## config.mk

```make
export PLATFORM = sky130hd
export DESIGN_NAME = smlp_isqrt
export DESIGN_NICKNAME = d
export VERILOG_FILES = /design/src/sv/smlp_pkg.sv /design/src/sv/smlp_isqrt.sv
export SDC_FILE = /design/constraint.sdc
export NUM_CORES = 2
export LEC_CHECK = 0
export BUFFER_PORTS_ARGS = -buffer_cell sky130_fd_sc_hd__buf_2
export CAP_MARGIN = 0
export CORE_MARGIN = 2
export CORE_UTILIZATION = 35
export CTS_CLUSTER_DIAMETER = 40
export CTS_CLUSTER_SIZE = 10
export DETAILED_ROUTE_END_ITERATION = 10
export PLACE_DENSITY = 0.48
export SLEW_MARGIN = 20
export SYNTH_ARGS = -nofsm -noshare
export SYNTH_HDL_FRONTEND = slang
export SYNTH_SLANG_ARGS = --single-unit
export TNS_END_PERCENT = 5
```

## constraint.sdc

```tcl
create_clock -name i_clk -period 3.4 [get_ports i_clk]
set_input_delay 0.34 -clock i_clk [delete_from_list [all_inputs] [get_ports i_clk]]
set_output_delay 0.34 -clock i_clk [all_outputs]
set_load 0.02 [all_outputs]
```

## src/sv/smlp_pkg.sv

```systemverilog
`default_nettype none
// ----------------------------------------------------------------------------
// smlp_pkg: shared constants, types and helper
// Field widths, stream packing and the saturation helper used by the
// minimum-length spring projection pipeline.
// ----------------------------------------------------------------------------
package smlp_pkg;

    localparam int unsigned FRAC_BITS_DEF = 16;

    localparam int unsigned POS_W    = 32;
    localparam int unsigned WGT_W    = 32;
    localparam int unsigned LEN_W    = 31;
    localparam int unsigned DIST_W   = 33;
    localparam int unsigned AXIS_W   = 31;
    localparam int unsigned SQ_W     = 62;
    localparam int unsigned SUM_SQ_W = 64;
    localparam int unsigned ROOT_W   = SUM_SQ_W / 2;
    localparam int unsigned WSUM_W   = WGT_W + 1;
    localparam int unsigned FRAC_Q_W = WGT_W + 1;
    localparam int unsigned RATIO_W  = 39;
    localparam int unsigned MAG_W    = RATIO_W + 1;
    localparam int unsigned STEP_W   = MAG_W + 1;
    localparam int unsigned SUM_W    = 43;

    localparam int unsigned S_TDATA_W = 320;
    localparam int unsigned S_TUSER_W = 2;
    localparam int unsigned M_TDATA_W = 192;
    localparam int unsigned M_TUSER_W = 2;

    typedef struct packed {
        logic       move;
        logic       degen;
        logic       start_pin;
        logic       end_pin;
        logic [2:0] neg;
    } t_ctrl;

    function automatic logic [POS_W-1:0] sat_pos(input logic signed [SUM_W-1:0] v);
        logic signed [SUM_W-1:0] hi;
        logic signed [SUM_W-1:0] lo;
        hi = $signed({{(SUM_W-POS_W+1){1'b0}}, {(POS_W-1){1'b1}}});
        lo = $signed({{(SUM_W-POS_W+1){1'b1}}, {(POS_W-1){1'b0}}});
        if (v > hi) begin
            sat_pos = 32'h7FFF_FFFF;
        end else if (v < lo) begin
            sat_pos = 32'h8000_0000;
        end else begin
            sat_pos = v[POS_W-1:0];
        end
    endfunction

endpackage
`default_nettype wire

```

## src/sv/smlp_isqrt.sv

```systemverilog
`default_nettype none
// ----------------------------------------------------------------------------
// smlp_isqrt: pipelined integer square root
// Digit-by-digit floor square root, one result bit per stage.
// ----------------------------------------------------------------------------
module smlp_isqrt (
    input  logic                          i_clk,
    input  logic                          i_ce,
    input  logic [smlp_pkg::SUM_SQ_W-1:0] i_val,
    output logic [smlp_pkg::ROOT_W-1:0]   o_root
);
    import smlp_pkg::*;

    logic [SUM_SQ_W-1:0] r_val  [ROOT_W];
    logic [SUM_SQ_W-1:0] r_root [ROOT_W];

    genvar g;
    generate
        for (g = 0; g < ROOT_W; g++) begin : g_stage
            localparam logic [SUM_SQ_W-1:0] BIT = SUM_SQ_W'(1) << (2 * (ROOT_W - 1 - g));
            logic [SUM_SQ_W-1:0] w_val;
            logic [SUM_SQ_W-1:0] w_root;
            logic [SUM_SQ_W-1:0] trial;
            logic                take;

            if (g == 0) begin : g_first
                assign w_val  = i_val;
                assign w_root = '0;
            end else begin : g_next
                assign w_val  = r_val[g-1];
                assign w_root = r_root[g-1];
            end

            assign trial = w_root + BIT;
            assign take  = w_val >= trial;

            always_ff @(posedge i_clk) begin
                if (i_ce) begin
                    r_val[g]  <= take ? w_val - trial : w_val;
                    r_root[g] <= take ? (w_root >> 1) + BIT : w_root >> 1;
                end
            end
        end
    endgenerate

    assign o_root = r_root[ROOT_W-1][ROOT_W-1:0];
endmodule
`default_nettype wire

```

==> impl_results.md <==
- Antenna violations before repair: 17
- Fin nets: around 12k
- Critical Path Start Type: flip-flop
- EDFF count, synth: approximately 2.5k
- H-tree Lvls: 5
- DRT Wirelength: roughly 340000 um
- Area delta synth->final: 27.1%
- Die height: 588 um
- Area share of the largest cell type after synthesis: 0.631
- # DRC: 0
- Async set or reset register ratio after synthesis: 0
- Bufs and invs on worst path: 0
- Core Area: about 0.34 mm2
- Peak supply drop: 0.470 mV
- Synth Register Bits: around 2.5k
- First-pass GRT wire length: roughly 500000 um
- DR vias: ~81k
- Warnings from Yosys: 0
- Setup Viol. Count Final: 15
- Mapped cell area: ~0.12 mm2
- Slew Viols, Final: 0
- Die Wd: a little under 600 um
- CTS tree: done
- Worst-Skew Late Latency: approximately 0.96 ns
- Critical Path RT: 4.08 ns
- Final worst setup slack: -0.151 ns
- Tcrit/Tclk final: 1.04
- CP cell instances: ha_4 -> or3_1 -> o22ai_4 -> o211ai_1 -> a41oi_2 -> o21ai_2 -> a41o_1 -> and3_2 -> nor4_2 -> or3b_1 -> xnor2_1
- Commonest non-fill, non-tap cell in the layout: edfxtp_1
- Die area: between 0.3 and 0.4 mm2
- Syn Inst Count: 9402
- Vias in the first global route: ~82k
- Dominant synthesized flop cell: edfxtp_1
- Initial DRC count: between 5k and 6k
- Clock-pin slew on the worst setup and hold paths: ~0.05 ns
- Max stage delay on crit path: roughly 0.44 ns
- GR Overflow Total: 0
- Status: finished with violations
- Final Hold Vio Count: 0
- Most frequent cells in the layout: edfxtp_1 (2512), buf_4 (1247), inv_1 (678)
- Pin count of the biggest net entering global routing: between 150 and 200
- Seq/Total Area, Yosys: 0.631
- Fin crit period: between 3 and 4 ns
- Utilization of the core after routing: 0.447
- Reg area: between 0.07 and 0.08 mm2
- Leak: 58.9 nW
- Leading post-synthesis cells by cell area: edfxtp_1 (63%), ha_1 (5.8%), xnor2_1 (3.4%), xor2_1 (2.9%), a21oi_1 (2.6%)
- Power per cell area: approximately 700 mW/mm2
- Max-slew headroom: 0.388
- Clock sink count: 2512
- Critical Path AT: roughly 4.2 ns
- Detail Route Antenna Nets: 0
- Area leader, netlist: edfxtp_1
- Syn_nets: 10.0k
- Io pins: slightly below 100
- Finished Cell Area: 0.152 mm2
- Cell Area, Placed: around 0.13 mm2
- Clock Skews: between 0.08 and 0.09 ns
- Failing checks: setup timing
- Port Buffers: 97
- TritonCTS buffer count: 413
- Clk buf depth: 4
- GRT Total Usage: 0.188
- RSZ-0062 raised after global routing: yes
- Pre-antenna DRT Iters: 7
- Via density: ~5.1
- Max FO, Critical Path: 4
- CP max-delay cell: edfxtp_1
- Proportion of layout cells with a drive suffix above 1: 0.226
- Rows: 214
- Crit. End Element: flip-flop
- Post-synth cell types: 99
- Post-DP HPWL: about 260000 um
- # Max-Cap Violations: 0
- RePlAce Congestion: roughly 0.9
- Crit path kind: reg2reg
- Worst slew pin tran: approximately 0.9 ns
- Layout fillers: just over 30k
- Per-cell routed wire length: ~21 um
- Initial Utilization: 0.352
- Multi-input gate area: approximately 0.043 mm2
- Family with the most delay on the worst path: simple AND/OR/NAND/NOR gates
- Worst min path class: in2reg
- Synth Area per Inst: around 13 um2
- Max frequency: between 200 and 300 MHz
- Root buffer selected by CTS: clkbuf_16
==> timing repair <==
| action | in CTS | in global routing |
|---|---|---|
| setup buffers | 16 | 44 |
| setup endpoints to repair | 366 | 531 |
| hold buffers | 68 | 0 |
| pin swaps | 33 | 76 |
| gates cloned | 0 | 2 |
| resized for setup | 165 | 349 |
| hold endpoints to repair | 74 | 0 |
==> cells in the mapped netlist, types with 30 or more instances <==
| cell type | count |
|---|---|
| a211oi_1 | 45 |
| a21o_1 | 232 |
| a21oi_1 | 627 |
| a31oi_1 | 49 |
| and3_1 | 55 |
| buf_2 | 35 |
| clkbuf_1 | 121 |
| edfxtp_1 | 2512 |
| ha_1 | 558 |
| inv_1 | 688 |
| mux2_2 | 90 |
| nand2_1 | 558 |
| nand2b_1 | 109 |
| nand3_1 | 135 |
| nand3b_1 | 30 |
| nand4_1 | 159 |
| nor2_1 | 636 |
| nor2b_1 | 75 |
| nor3_1 | 260 |
| nor4_1 | 332 |
| nor4b_1 | 41 |
| o211ai_1 | 30 |
| o21a_1 | 92 |
| o21ai_0 | 367 |
| o21bai_1 | 65 |
| o31ai_1 | 41 |
| or2_2 | 35 |
| or3_1 | 107 |
| or4_1 | 58 |
| xnor2_1 | 468 |
| xor2_1 | 398 |
==> routing by layer <==
metal / global-route usage / wire, um
met3: 0.0249 / 13500
met2: 0.330 / 167000
met4: 0.0709 / 13300
met5: 0 / 0
met1: 0.236 / 142000
==> where the power goes <==
| group | internal [W] | switching (W) |
|---|---|---|
| Clock | 0.0254 | 0.0150 |
| Combinational | 0.0110 | 0.0124 |
| Sequential | 0.0394 | 0.00330 |
==> sequential cells by signal (all words and copies together) (netlist names) <==
signal,flops
r_root,528
r_val,1984
==> through the flow <==
stage / setup slack (ns) / power (W) / cells / hold slack (ns) / TNS, ns
4_1_cts: -0.119 / 0.107 / 15900 / 0.00425 / -1.23
5_1_grt: -0.284 / 0.112 / 15900 / 0.0308 / -10.65
6_report: -0.151 / 0.107 / 16000 / 0.0947 / -0.671
2_1_floorplan: 0.0113 / 0.0551 / 9402 / 0.417 / 0
3_5_place_dp: -1.14 / 0.0654 / 15100 / 0.427 / -68.16
3_3_place_gp: -1.56 / 0.0652 / 15100 / 0.428 / -91.97
==> final timing paths <==
| path | start | end | depth (start not counted) | slack [ns] |
|---|---|---|---|---|
| min | i_val[38] | r_val[0][38] | 2 | 0.09 |
| max reg2reg | r_val[27][8] | r_val[28][61] | 11 | -0.15 |
| max | r_val[27][8] | r_val[28][61] | 11 | -0.15 |
| min reg2reg | r_val[26][0] | r_val[27][0] | 0 | 0.42 |
==> cell type report <==
type,count,share of cell area
sequential,2512,0.496
multi-input combinational,6017,0.285
timing repair buffer,1470,0.0758
clock buffer,461,0.0699
tap,4536,0.0373
clock inverter,258,0.0189
inverter,693,0.0171
antenna,4,0.0000659
==> kinds of logic after synthesis <==
group           after synthesis  synth area share
flops                      2512             0.631
xor+xnor                    866            0.0634
simple gates               2725             0.118
compound gates             1758            0.0912
buf+inv                     873            0.0279
mux                         110            0.0103
fa+ha+maj                   558            0.0584
Note: power is estimated with default switching activity, not from simulation.
